### src/hw/rtl/ola_ram.sv
// generic single-write single-read ram with registered read data
module ola_ram #(
	parameter int Width = 8,
	parameter int Depth = 256,
	localparam int AW = (Depth > 1) ? $clog2(Depth) : 1
) (
	input  logic             clk,
	input  logic             we,
	input  logic [AW-1:0]    waddr,
	input  logic [Width-1:0] wdata,
	input  logic             re,
	input  logic [AW-1:0]    raddr,
	output logic [Width-1:0] rdata
);

	logic [Width-1:0] mem [Depth];
	logic [Width-1:0] rdata_q;

	// write port
	always_ff @(posedge clk) begin
		if (we) begin
			mem[waddr] <= wdata;
		end
	end

	// read port, data held until the next read
	always_ff @(posedge clk) begin
		if (re) begin
			rdata_q <= mem[raddr];
		end
	end

	assign rdata = rdata_q;

endmodule

### config.mk
export PLATFORM = sky130hd
export DESIGN_NAME = ola_ram
export DESIGN_NICKNAME = d
export VERILOG_FILES = /design/src/hw/rtl/ola_ram.sv
export SDC_FILE = /design/constraint.sdc
export NUM_CORES = 2
export LEC_CHECK = 0
export BUFFER_PORTS_ARGS = -buffer_cell sky130_fd_sc_hd__buf_4
export CAP_MARGIN = 20
export CORE_MARGIN = 2
export CORE_UTILIZATION = 25
export DETAILED_ROUTE_END_ITERATION = 6
export PLACE_DENSITY = 0.48
export SYNTH_ARGS = -nofsm -noshare
export SYNTH_HDL_FRONTEND = slang
export SYNTH_SLANG_ARGS = --single-unit
### constraint.sdc
create_clock -name clk -period 7.32 [get_ports clk]
set_input_delay 1.464 -clock clk [delete_from_list [all_inputs] [get_ports clk]]
set_output_delay 1.464 -clock clk [all_outputs]
set_load 0.01 [all_outputs]
; Yosys cells after proc, flatten, opt, wreduce, memory -nomap -nowiden
; Memories as Yosys holds them, arrays and structs flattened. A register that Yosys moved wholly into a read port is not among the register bits.
; Cells that the tools add are included.
[word_totals]
register_bits = 0
latchBits = 0
ram_bits = 2048
mem_bits_ro = 0
inputBits = 27
out_inout_bits = 8
word_cells = 3
memories = 1
[classes]
addsub = 0
n_mul = 0
div_mod_pow = 0
order_cmp = 0
eq_ne = 0
shift = 0
n_mux = 2
bitwise_logic = 0
reduce_logical = 0
[memory_table]
columns = name, words, word_bits, read_ports, rd_ports_with_merged_regs, write_ports, line
row1 = mem, 256, 8, 1, 1, 1, 16  ; logic [Width-1:0] mem [Depth];
[ops]
columns = cell, count
row1 = 1-bit 2-to-1 mux, 2

; Depth between registers and ports, before layout
[logic_depth]
word_depth = 2
ltp_mapped = 11
ltp_nobuf = 6

; Least setup slack after synthesis
; OpenSTA, ideal clock, no wires.
[synth_path]
kind = input to register
start = in raddr[0]
end = reg rdata_q[2] (netlist: rdata[2]), read port of mem, data pin
setup_time_ns = 0.269
arrival_time_ns = 3.271
required_time_ns = 7.051
slack_ns = 3.780
stages = 9
path_buffers = 4
path_cell_list = buf_6 buf_12 buf_8 buf_2 mux4_2 a22oi_1 a21oi_1 nor4_1 nor4_2
[synth_lines]
columns = element, line
row1 = from (decl), 12  ; input logic [AW-1:0] raddr,
row2 = to (decl), 17  ; logic [Width-1:0] rdata_q;

==> flow_summary.ini <==
[layout]
n_fill_cell = 31100
post-route-util_pct = 28.8
fin_area_um2 = 91500
syn2layout_area_growth_pct = 14.9
drive_gt1_share_pct = 22.7
fin_nets = 3878
final_cell_mix = edfxtp_1, mux4_2, nor2_1, clkbuf_16, mux2i_1
final_common_cell = edfxtp_1

[timing]
final_hold_viol_count = 0
whs_ns = 1.04
drv_slew = 0
fin_worst_skew_ns = 0.0446
tightest_slew_ns = 1.35
maxSlewHeadroom_pct = 9.98
clock.fmax_mhz = 213
rsz0062_at_grt = no
fin_crit_ns = 4.69
finalCritPeriodShare_pct = 64.1
finalSetupViolCount = 0
fin_tns_setup_ns = 0

[pwr]
internal_power_mw = 19.3
p_per_area_nw_per_um2 = 270
leakage_nw = 27.3
pwr-share-clk_pct = 42.5
max-vdd-ir-drop_uv = 256
seqPwrFrac_pct = 52.6
p_comb_share_pct = 4.9
p_switching_mw = 5.43
power.total_mw = 24.7
switching_share_pct = 21.9

[clock_tree]
clkTransAtPathRegs_ns = 0.06
postCtsSetupBuffers = 0
insertion_delay_ns = 0.86
clock_path_buffers = 3
hold_buffers = 0
clock-sinks = 2056
cts_tree = yes
ctsResizeCount = 0
cts_buffers = 213
cts_root_buffer = clkbuf_16
htreeDepth = 4

[placed_design]
dpl_cell_area_um2 = 84800
dp_hpwl_mm = 132
port_buffers = 34
gp_congestion = 0.786

[detailed_routing]
wirelength_mm = 219
first_iter_violations = 3768
dr_total_vias = 38200
ant_nets = 0
drc_errors = 0
wl_per_cell_um = 26.6
dr.pass1.iters = 7
via_per_inst = 4.65

[synth]
synthArstFlopShare_pct = 0
synth_seq_cells = 2056
synth_simple_gate_area_share_pct = 2.63
synth_cells = 3733
synth-compound-area-share_pct = 3.42
synth_xor_area_share_pct = 0
synth_warnings = 0
synthAdderAreaFrac_pct = 0
synth_nets = 3760
ys_seq_area_share_pct = 77.5
synthMuxAreaShare_pct = 14.6
synth_edf_count = 2056
synth_cell_types = 54
avgSynthCellArea_um2 = 21.3
synth_area_um2 = 79600
synth_ff_type = edfxtp_1
synth_top_family_by_area = multiplexers

[critical_path]
critPathMaxFanout = 67
worstSetupPathType = input port to flip-flop
worst-endpoint-arrival_ns = 5.23
ff2ff_setup_slack_ns = 4.16
r2r_start = mem[82][3]$_DFFE_PP_
endpoint_kind = flip-flop
r2r-end = rdata[3]$_DFFE_PP_
r2r_cells = 6
cp_data_required_time_ns = 7.86
cp-start-kind = input port

[grt]
gr-total-overflow = 0
grt_usage_pct = 13.3
grt_pass1_wl_mm = 309
grt_pass1_vias = 39300
grt_max_degree = 173
antenna_found_initial = 10

[floorplanning]
std_cell_rows = 207
core_area_um2 = 318000
die_area_um2 = 323000
fp.dieW_um = 568
io_pins = 35
die_y_um = 568
initial_utilization_pct = 25.1

[hold_path]
hold_end = rdata[6]$_DFFE_PP_
hold_path_class = input port to flip-flop
hp-start = re
holdPathStages = 1

[outcome]
status = complete, no violations

[run]
maxCapViolCount = 0
==> metal layers <==
| metal | GRT usage (%) | wire length, um | up-vias |
|---|---|---|---|
| met4 | 3.74 | 5680 | 0 |
| met5 | 0 | 0 | - |
| met3 | 2.28 | 11800 | 289 |
| li1 | - | - | 16000 |
| met2 | 21.7 | 106000 | 1116 |
| met1 | 18.2 | 95800 | 20800 |
==> metrics by stage <==
stage,std cells,worst slack [ns]
after global placement,7807,1.23
after CTS,8205,2.65
after detailed placement,7814,1.72
after global routing,8209,2.57
after floorplan,3733,3.78
final,8212,2.63
==> registers in the layout, indices dropped and copies added (netlist names) <==
register  count
rdata         8
mem        2048
==> worst max path at each step <==
stage,startpoint,slack (ns),to,cells past startpoint
6_report,raddr[1],2.63,rdata[5]$_DFFE_PP_,9
5_1_grt,raddr[0],2.57,rdata[3]$_DFFE_PP_,9
4_1_cts,raddr[1],2.65,rdata[5]$_DFFE_PP_,9
3_5_place_dp,raddr[1],1.72,rdata[5]$_DFFE_PP_,9
3_3_place_gp,raddr[0],1.23,rdata[1]$_DFFE_PP_,9
2_1_floorplan,raddr[0],3.78,rdata[2]$_DFFE_PP_,9
==> area by class of cell <==
type | count | area, um2 | area share (%)
Multi-Input combinational cell | 1442 | 16600 | 18.1
Sequential cell | 2056 | 61700 | 67.4
Timing Repair Buffer | 136 | 1270 | 1.39
Inverter | 2 | 7.51 | 0.00820
Antenna cell | 5 | 12.5 | 0.0137
Clock buffer | 253 | 5540 | 6.06
Clock inverter | 138 | 1170 | 1.28
Tap cell | 4180 | 5230 | 5.71
==> synthesized netlist by cell type (all sizes together) (2+ instances only) <==
cell type,count,share of area [%]
nor2b,31,0.24
and3b,2,0.022
mux4,456,13
nor3,22,0.14
a31oi,2,0.016
nor2,282,1.3
a221oi,14,0.16
buf,122,1.3
nand2b,8,0.063
o32ai,5,0.064
nand2,33,0.16
a22oi,133,1.3
mux2i,134,1.7
a2111oi,5,0.066
nand4,10,0.079
edfxtp,2056,78
o22a,5,0.055
o21ai,12,0.075
or2,4,0.031
a21oi,96,0.60
clkbuf,111,0.52
a211oi,16,0.15
o22ai,28,0.22
nand3b,2,0.019
nand3,34,0.21
and2,6,0.047
a311oi,2,0.022
nor4,27,0.24
a22o,8,0.088
o221ai,47,0.52
o211ai,10,0.094
==> power groups by stage <==
stage	Clock (mW)	Combinational (mW)	Sequential, mW
after global routing	11.2	1.28	13.0
after detailed placement	0	1.24	13.3
after CTS	10.7	1.24	13.0
after global placement	0	1.22	13.3
after floorplan	0	0.631	13.2
final	10.5	1.20	13.0
==> critical path, stage by stage <==
cell      delay, ns
buf_8          0.43
buf_4          0.54
buf_4          0.34
mux4_2         0.34
a22o_1         0.30
a221oi_1       0.41
o32ai_1        0.18
nor3_1         0.84
nor4_1         0.15
==> cells by family after synthesis <==
group,after synthesis
flops,2056
mux,591
simple gates,466
compound gates,385
buf+inv,235
Note: power is estimated with default switching activity, not from simulation.
