File: src/hw/rtl/ola_pkg.sv
// shared constants, codes and types of the overlap alignment score engine
package ola_pkg;

	// read capacity and derived widths
	localparam int MaxReadLen = 256;
	localparam int LenW       = $clog2(MaxReadLen + 1);
	localparam int AddrW      = (MaxReadLen > 1) ? $clog2(MaxReadLen) : 1;
	localparam int RowDepth   = MaxReadLen + 1;

	// fixed field widths
	localparam int SymW     = 8;
	localparam int ReqW     = 2;
	localparam int ScoreW   = 14;
	localparam int ColW     = 9;
	localparam int BonusW   = 5;
	localparam int GapW     = 4;
	localparam int CfgIdxW  = 2;
	localparam int CfgDataW = 5;
	// score, column and overflow flag fill exactly three bytes
	localparam int OutDataW = ScoreW + ColW + 1;

	// saturation limits of a stored score
	localparam logic signed [ScoreW-1:0] ScoreMax = {1'b0, {(ScoreW - 1){1'b1}}};
	localparam logic signed [ScoreW-1:0] ScoreMin = {1'b1, {(ScoreW - 1){1'b0}}};

	// register reset values
	localparam logic signed [BonusW-1:0] MatchReset    = 5'sd2;
	localparam logic signed [BonusW-1:0] MismatchReset = -5'sd1;
	localparam logic [GapW-1:0]          GapReset      = 4'd1;

	// request codes carried in the item's user field
	typedef enum logic [ReqW-1:0] {
		REQ_LOAD_A  = 2'd0,
		REQ_LOAD_B  = 2'd1,
		REQ_COMPUTE = 2'd2
	} req_t;

	// configuration register indexes
	typedef enum logic [CfgIdxW-1:0] {
		CFG_MATCH    = 2'd0,
		CFG_MISMATCH = 2'd1,
		CFG_GAP      = 2'd2
	} cfg_idx_t;

	// position of a cell in the table
	typedef struct packed {
		logic row0;
		logic col0;
	} cell_ctl_t;

endpackage

File: src/hw/rtl/ola_cell.sv
// score of one table cell from its three neighbours, saturated to the score range
module ola_cell (
	input  ola_pkg::cell_ctl_t               ctl,
	input  logic signed [ola_pkg::ScoreW-1:0] up,
	input  logic signed [ola_pkg::ScoreW-1:0] left,
	input  logic signed [ola_pkg::ScoreW-1:0] diag,
	input  logic [ola_pkg::SymW-1:0]          sym_a,
	input  logic [ola_pkg::SymW-1:0]          sym_b,
	input  logic signed [ola_pkg::BonusW-1:0] match_bonus,
	input  logic signed [ola_pkg::BonusW-1:0] mismatch_score,
	input  logic [ola_pkg::GapW-1:0]          gap_cost,
	output logic signed [ola_pkg::ScoreW-1:0] score
);

	import ola_pkg::*;

	localparam int WW = ScoreW + 2;

	logic signed [WW-1:0] gap_w;
	logic signed [WW-1:0] step_w;
	logic signed [WW-1:0] up_g;
	logic signed [WW-1:0] left_g;
	logic signed [WW-1:0] diag_s;
	logic signed [WW-1:0] best_ul;
	logic signed [WW-1:0] raw;

	// candidate scores in a widened range
	always_comb begin
		gap_w  = WW'(signed'({1'b0, gap_cost}));
		step_w = (sym_a == sym_b) ? WW'(match_bonus) : WW'(mismatch_score);
		up_g   = WW'(up) - gap_w;
		left_g = WW'(left) - gap_w;
		diag_s = WW'(diag) + step_w;
		best_ul = (up_g > left_g) ? up_g : left_g;
	end

	// pick by position: origin, first row, first column, inner cell
	always_comb begin
		priority if (ctl.row0 && ctl.col0) begin
			raw = '0;
		end else if (ctl.row0) begin
			raw = left_g;
		end else if (ctl.col0) begin
			raw = up_g;
		end else begin
			raw = (diag_s > best_ul) ? diag_s : best_ul;
		end
	end

	// saturate as stored
	always_comb begin
		priority if (raw > WW'(ScoreMax)) begin
			score = ScoreMax;
		end else if (raw < WW'(ScoreMin)) begin
			score = ScoreMin;
		end else begin
			score = ScoreW'(raw);
		end
	end

endmodule

File: config.mk
export PLATFORM = sky130hd
export DESIGN_NAME = ola_cell
export DESIGN_NICKNAME = d
export VERILOG_FILES = /design/src/hw/rtl/ola_pkg.sv /design/src/hw/rtl/ola_cell.sv
export SDC_FILE = /design/constraint.sdc
export NUM_CORES = 1
export LEC_CHECK = 0
export BUFFER_PORTS_ARGS = -buffer_cell sky130_fd_sc_hd__buf_2
export CORE_MARGIN = 1.5
export CORE_UTILIZATION = 40
export DETAILED_ROUTE_END_ITERATION = 8
export PLACE_DENSITY = 0.74
export SLEW_MARGIN = 20
export SYNTH_ARGS = -nofsm -noshare
export SYNTH_HDL_FRONTEND = slang
export SYNTH_SLANG_ARGS = --single-unit
File: constraint.sdc
create_clock -name vclk -period 7.2
set_clock_uncertainty 0.1 [all_clocks]
set_input_delay 0.72 -clock vclk [all_inputs]
set_output_delay 0.72 -clock vclk [all_outputs]
set_load 0.01 [all_outputs]
---- Yosys cells after proc, flatten, opt, wreduce, memory -nomap -nowiden ----
Cells that the tools add are included.
cells by class
  reductions and logical operators ........ 1
  equality and inequality tests ........... 1
  $lt $le $gt $ge ......................... 4
  $add $sub $neg .......................... 3
  mux-type cells .......................... 8
operators with widths
  kind                                                           number
  two-way mux 16 bit                                             6
  subtractor 14 x 5 -> 15 bit                                    2
  two-way mux 14 bit                                             2
  adder 14 x 16 -> 16 bit                                        1
  > comparator 16 x 14 -> 1 bit (second input constant)          1
  > comparator 16 bit                                            1
  less-than comparator 16 x 14 -> 1 bit (second input constant)  1
  > comparator 15 bit                                            1
  == test 8 bit                                                  1
  logical AND 1 bit                                              1
word-level totals
  input port bits ......................... 74
  word-level logic and storage cells ...... 17
  register bits ........................... 0
  output and inout bits ................... 14

---- Longest topological paths before layout ----
Gate-level depths: netlist of the first run.
  depth after elaboration ................. 11
  mapped depth ............................ 33
  mapped depth without buffers ............ 29

---- Least setup slack after synthesis of the first run ----
Ideal clock, no wire load.
  path kind ............................... input port to output port
  start ................................... input up[0] in the netlist's numbering
  end ..................................... output score[11] in the netlist's numbering
  arrival time ............................ 6.256 ns
  data required time ...................... 6.380 ns
  setup slack ............................. 0.124 ns
  stages .................................. 31
  buffers on the path ..................... 4
  cell sequence ........................... inv_1 ha_1 fa_1 nor2b_1 o21a_1 nor2b_1 a21oi_1 inv_1 ha_1 and4_1 nand3_1 a221oi_1 o21ai_0 o211a_1 a221o_1 clkbuf_1 clkbuf_1 nand2_1 o21ai_0 ha_1 and3_1 a21boi_0 a2111oi_0 o31ai_1 and2_1 clkbuf_1 nor2_1 a211o_1 o21ai_2 buf_6 a21oi_1
on the way
  longest elaborated chain between the ends .. 11
  elaborated cells between the ends (all ways) .. 12
  classes of those cells .................. add/sub (1); order compare (4); mux (7)
RTL lines
  what                                   line            text
  start: declaration                     ola_cell.sv:4   input logic signed [ola_pkg::ScoreW-1:0] up,
  subtractor 14 x 5 -> 15 bit (*)        ola_cell.sv:31  up_g = WW'(up) - gap_w;
  > comparator 15 bit                    ola_cell.sv:34  best_ul = (up_g > left_g) ? up_g : left_g;
  two-way mux 16 bit                     ola_cell.sv:34
  > comparator 16 bit                    ola_cell.sv:46  raw = (diag_s > best_ul) ? diag_s : best_ul;
  two-way mux 16 bit                     ola_cell.sv:46
  two-way mux 16 bit (*)                 ola_cell.sv:43  end else if (ctl.col0) begin
  two-way mux 16 bit (*)                 ola_cell.sv:41  end else if (ctl.row0) begin
  two-way mux 16 bit (*)                 ola_cell.sv:39  priority if (ctl.row0 && ctl.col0) begin
  less-than comparator 16 x 14 -> 1 bit  ola_cell.sv:54  end else if (raw < WW'(ScoreMin)) begin
  two-way mux 14 bit                     ola_cell.sv:54
  two-way mux 14 bit (*)                 ola_cell.sv:52  priority if (raw > WW'(ScoreMax)) begin
  end: declaration                       ola_cell.sv:12  output logic signed [ola_pkg::ScoreW-1:0] score
Mark *: on every way between the ends. The rest lies on a longest branch, timed or not.

---- Final worst setup path of the first run ----
  start ................................... input gap_cost[1] in the netlist's numbering
  end ..................................... output score[12] in the netlist's numbering
on the way
  longest elaborated chain between the ends .. 11
  elaborated cells between the ends (all ways) .. 13
  classes of those cells .................. add/sub (2); order compare (4); mux (7)
RTL lines
  what                                            line                            text
  start: declaration                              ola_cell.sv:11                  input logic [ola_pkg::GapW-1:0] gap_cost,
  subtractor 14 x 5 -> 15 bit (on tied branches)  ola_cell.sv:31, ola_cell.sv:32
  > comparator 15 bit                             ola_cell.sv:34
  two-way mux 16 bit                              ola_cell.sv:34
  > comparator 16 bit                             ola_cell.sv:46
  two-way mux 16 bit                              ola_cell.sv:46
  two-way mux 16 bit                              ola_cell.sv:43
  two-way mux 16 bit (*)                          ola_cell.sv:41
  two-way mux 16 bit (*)                          ola_cell.sv:39
  less-than comparator 16 x 14 -> 1 bit           ola_cell.sv:54
  two-way mux 14 bit                              ola_cell.sv:54
  two-way mux 14 bit (*)                          ola_cell.sv:52
Marks and branches as above.

==> results of run 1 <==
## cell usage after synthesis (3+ instances only)
library cell	number	area, um^2
o21ai_2	3	26.3
o21ai_0	32	160
xnor2_1	21	184
nand4_1	5	31.3
a21o_1	9	67.6
o211a_1	3	30.0
inv_1	29	109
nand3b_1	6	45.0
buf_6	3	33.8
o21bai_1	3	22.5
mux2_2	8	90.1
nor2_1	34	128
mux2i_1	3	30.0
or4_4	3	33.8
a21boi_0	3	22.5
nand2_1	37	139
a2111oi_0	4	35.0
nor4_1	6	37.5
nor3_1	16	80.1
a21oi_1	36	180
fa_1	3	60.1
o22ai_1	4	25.0
or3_1	3	18.8
a211oi_1	7	52.6
clkbuf_1	9	33.8
o21a_1	8	60.1
xor2_1	22	193
and2_1	5	31.3
nand3_1	6	30.0
nor2b_1	7	43.8
ha_1	51	638
and3_1	5	31.3
## metrics by stage
| step | cells | power (W) | hold WS (ns) | setup WS [ns] |
|---|---|---|---|---|
| floorplan | 426 | 0.000306 | 1.59 | 0.124 |
| global placement | 661 | 0.000475 | 1.94 | -0.122 |
| detailed placement | 661 | 0.000490 | 1.95 | -0.306 |
| CTS | 663 | 0.000513 | 1.94 | 0.0213 |
| global route | 675 | 0.000670 | 1.99 | -0.335 |
| finish | 675 | 0.000621 | 1.95 | -0.0961 |
## routing by layer
layer | up-vias | global-route usage | routed length, um
met5 | - | 0 | 0
li1 | 1865 | - | -
met4 | 0 | 0.0811 | 295
met1 | 1751 | 0.273 | 4340
met2 | 181 | 0.426 | 5300
met3 | 21 | 0.00554 | 621
## area by class of cell
cell class,instances,area [um^2],share of cell area
Inverter,30,115,0.0255
Timing Repair Buffer,162,1080,0.239
Multi-Input combinational cell,384,3190,0.708
Tap cell,99,124,0.0275
## report_power, final
part	internal, W	switching (W)
sequential	0	0
combinational	0.000292	0.000329
clock	0	0
total	0.000292	0.000329
## worst max-delay path by stage
stage | start | endpoint | slack (ns) | cells after the start
2_1_floorplan | up[0] | score[11] | 0.12 | 31
3_3_place_gp | gap_cost[1] | score[4] | -0.12 | 32
3_5_place_dp | gap_cost[1] | score[4] | -0.31 | 33
4_1_cts | gap_cost[1] | score[6] | 0.02 | 33
5_1_grt | gap_cost[3] | score[12] | -0.34 | 29
6_report | gap_cost[1] | score[12] | -0.1 | 32
## placed cells by master, fill, tap and decap left out, drive strengths merged, types with 17 or more instances in the layout
| cell type | n |
|---|---|
| nor2 | 35 |
| o21ai | 37 |
| xnor2 | 21 |
| nand2 | 37 |
| inv | 29 |
| buf | 160 |
| a21oi | 37 |
| ha | 51 |
| nor3 | 17 |
| xor2 | 22 |
## cell families (layout without fill, tap and decap cells)
kind of cell             after synthesis  in the layout
XOR/XNOR                              43             43
multiplexers                          12             12
buffers and inverters                 42            192
adder cells (fa/ha/maj)               54             54
AND/OR/NAND/NOR                      142            142
AO/OA/AOI/OAI                        133            133
## what timing repair did
item	CTS	global route
pin swaps	8	44
cloned	1	2
endpoints found under the setup margin	13	14
resized for setup	15	76
setup buffers	1	11
## worst min-delay path, cell delays in order
cell and delay (ns):
buf_2 0.11, xor2_1 0.09, buf_4 0.15, nand2_1 0.06
a31oi_1 0.07, buf_2 0.13
==> impl_metrics.csv, run 1 <==
group,metric,value,unit
synth,syn_avg_cell_area,7.01,um^2
finish,area_growth,51.1,%
synth,synthSimpleGateAreaFrac,0.242,
finish,drive_above_1_share,0.413,
synth,synthAdderAreaFrac,0.234,
timing,rsz0062_at_grt,"yes",
setup_path,arrival,6.48,ns
synth,synth.distinct_cells,57,
global_route,gr-total-overflow,0,
drt,wl_per_cell,15.6,um
finish,fin_util,0.622,
setup_path,cpLargestDelayFamily,"compound AO/OA/AOI/OAI gates",
min_path,min_path_type,"in2out",
synth,yosys.area_share.xor_xnor,0.126,
placement,io_buffers,88,
global_route,grt_antenna_before_repair,0,
timing,relSlewSlack,0.610,
finish,fillers,625,
setup_path,cp-end-kind,"output port",
drt,drt_pass1_iterations,5,
setup_path,path_class,"in2out",
drt,first_iter_violations,422,
drt,drc,0,
synth,synth_seq_area_share,0,
floorplanning,pin_count,88,
timing,max_freq,0.137,GHz
finish,regArea,0,um^2
timing,setup_tns,-0.446,ns
power_and_ir_drop,vdd_ir_drop_max,0.0576,mV
drt,vias,3818,
min_path,min_path_cells,6,
setup_path,cp_num_buf_inv,7,
min_path,min-delay-start,"up[7]",
power_and_ir_drop,pwr_density_cell,138,nW/um^2
synth,netlist_area,2990,um^2
floorplanning,initial_utilization,0.412,
drt,drtAntennaViolNets,0,
floorplanning,die_w,89.4,um
placement,gp_congestion,0.955,
placement,placed_area,3950,um^2
synth,synth_mux_area_frac,0.0453,
placement,dpl.hpwl,8110,um
setup_path,crit_fanout,9,
setup_path,cp-start-kind,"input pin",
synth,post_synth_inst_count,426,
timing,drv_slew,0,
setup_path,crit_path_top_delay_cell,"a221o_2",
finish,num-clock-buffers,0,
finish,design.seq.count,0,
synth,synth_compound_area_frac,0.292,
global_route,track_usage,0.226,
global_route,grt_max_degree,25,
synth,yosys_warnings,0,
flow_run,cap_viol_max_count,0,
timing,fin_crit,7.30,ns
cts,cts_hold_buf,0,
floorplanning,std_cell_rows,31,
global_route,grt_pass1_vias,3356,
floorplanning,coreArea,7250,um^2
synth,synth_fp_nets,554,
timing,fin_ws,-0.0961,ns
timing,fin_crit_sh,1.01,
status,violations,"setup timing",
synth,synth_top_family_by_area,"compound AO/OA/AOI/OAI gates",
status,status,"complete, but fails checks",
floorplanning,die_y,89.4,um
finish,nets,706,
setup_path,cp.required,6.38,ns
min_path,holdPathEnd,"score[7]",
timing,setup_viol,12,
floorplanning,dieArea,7990,um^2
finish,final_cell_area,4510,um^2
timing,hold_violations,0,
drt,viasPerCell,5.66,
finish,antenna_cells,0,
drt,routed_wl,10600,um
power_and_ir_drop,leakagePower,2.12,nW
timing,worstMarginPinSlew,0.583,ns
setup_path,max_stage_delay,0.39,ns
global_route,grt_pass1_wl,14600,um
Power figures use the tool's default switching activity.
==> run 2: changes to the inputs <==
==> constraint.sdc (replaced) <==
create_clock -name vclk -period 7.2
set_clock_uncertainty 0.1 [all_clocks]
set_input_delay 0.72 -clock vclk [all_inputs]
set_output_delay 0.72 -clock vclk [all_outputs]
set_load 0.02 [all_outputs]
==> impl_metrics.csv, run 2 (synthesized netlist as in run 1, its figures left out) <==
group,metric,value,unit
status,status,"complete, but fails checks",
status,violations,"setup timing",
min_path,min_path_type,"in2out",
timing,setup_viol,8,
power_and_ir_drop,seqPwrFrac,0,
power_and_ir_drop,p_sw,0.000357,W
power_and_ir_drop,p_comb_frac,1.000,
setup_path,arrival,6.44,ns
timing,worstMarginPinSlew,0.581,ns
setup_path,cp-end-kind,"output port",
power_and_ir_drop,netSwitchingFraction,0.525,
power_and_ir_drop,clock_power_share,0,
finish,design.seq.count,0,
timing,drv_slew,0,
flow_run,cap_viol_max_count,0,
drt,vias,3858,
floorplanning,dieArea,7990,um^2
global_route,grt_pass1_wl,15300,um
drt,drtAntennaViolNets,0,
drt,wl_per_cell,15.5,um
setup_path,path_class,"in2out",
placement,gp_congestion,0.957,
placement,io_buffers,88,
timing,fin_crit,7.26,ns
floorplanning,std_cell_rows,31,
drt,drc,0,
floorplanning,die_y,89.4,um
finish,final_cell_area,4670,um^2
drt,drt_pass1_iterations,5,
timing,fin_crit_sh,1.01,
drt,routed_wl,10500,um
power_and_ir_drop,total_power,0.000679,W
global_route,grt_antenna_before_repair,0,
global_route,grt_pass1_vias,3554,
timing,rsz0062_at_grt,"yes",
timing,fin_ws,-0.0554,ns
power_and_ir_drop,intPower,0.000323,W
setup_path,max_stage_delay,0.38,ns
drt,first_iter_violations,285,
finish,num-clock-buffers,0,
floorplanning,pin_count,88,
cts,cts_hold_buf,0,
global_route,gr-total-overflow,0,
power_and_ir_drop,leakagePower,2.17,nW
setup_path,crit_path_top_delay_cell,"a221o_2",
finish,drive_above_1_share,0.431,
timing,max_freq,0.138,GHz
floorplanning,initial_utilization,0.412,
setup_path,cp-start-kind,"input pin",
global_route,grt_max_degree,25,
finish,regArea,0,um^2
finish,area_growth,56.5,%
finish,antenna_cells,0,
placement,placed_area,4000,um^2
finish,final_cell_mix,"buf_2, buf_4, ha_1",
floorplanning,coreArea,7250,um^2
floorplanning,die_w,89.4,um
drt,viasPerCell,5.70,
finish,fin_util,0.644,
finish,nets,708,
power_and_ir_drop,vdd_ir_drop_max,0.0536,mV
setup_path,crit_fanout,8,
global_route,track_usage,0.235,
finish,final_common_cell,"buf_2",
placement,dpl.hpwl,8220,um
setup_path,cp.required,6.38,ns
timing,relSlewSlack,0.611,
power_and_ir_drop,pwr_density_cell,145,nW/um^2
timing,hold_violations,0,
[run 2: cell types whose count changed in the layout (fill, tap and decap cells not counted), moves of 3 or more]
cell	delta
buf_4	+4
o21ai_2	+5
buf_6	+9
a21oi_1	-4
a21oi_2	+4
o21ai_1	-4
nor3_2	-3
buf_2	-14
[run 2: final cells by class]
cell class / count / area, um^2
Timing Repair Buffer: 164 / 1190
Tap cell: 99 / 124
Fill cell: 638 / 2580
Multi-Input combinational cell: 384 / 3240
Inverter: 30 / 120
[run 2: worst paths after layout]
check / start / endpoint / slack, ns / cells after the start
max: gap_cost[1] / score[9] / -0.06 / 33
min: up[7] / score[7] / 2.00 / 6
[run 2: power by group through the flow]
stage | sequential, W | clock, W | combinational, W
3_3_place_gp | 0 | 0 | 0.000510
4_1_cts | 0 | 0 | 0.000549
3_5_place_dp | 0 | 0 | 0.000525
5_1_grt | 0 | 0 | 0.000733
6_report | 0 | 0 | 0.000679
2_1_floorplan | 0 | 0 | 0.000325
[run 2: worst max-delay path, delay by kind of cell]
family / cells / cell delay (ns)
compound gates: 12 / 2.08
simple gates: 8 / 1.25
buf+inv: 7 / 0.96
fa+ha+maj: 3 / 0.77
mux: 2 / 0.48
xor+xnor: 1 / 0.17
[run 2: routing by layer]
layer / share of wire / track usage / up-vias / routed length, um
li1: - / - / 1874 / -
met1: 0.42 / 0.286 / 1766 / 4430
met2: 0.50 / 0.461 / 190 / 5250
met3: 0.056 / 0.00923 / 28 / 593
met4: 0.023 / 0.0378 / 0 / 242
met5: 0 / 0 / - / 0
[run 2: timing repair]
item,in CTS,in global routing
resized for setup,24,107
setup buffers,1,9
setup endpoints to repair,14,14
cloned,0,2
hold endpoints to repair,0,0
pin swaps,6,50
[run 2: through the flow]
stage | setup TNS [ns] | setup WS (ns) | hold WS [ns] | std cells
3_5_place_dp | -4.14 | -0.385 | 1.97 | 666
5_1_grt | -2.36 | -0.228 | 2.04 | 677
6_report | -0.254 | -0.0554 | 2.00 | 677
4_1_cts | 0 | 0.00127 | 1.97 | 667
3_3_place_gp | -2.26 | -0.236 | 1.97 | 666
2_1_floorplan | -0.0782 | -0.0170 | 1.66 | 426
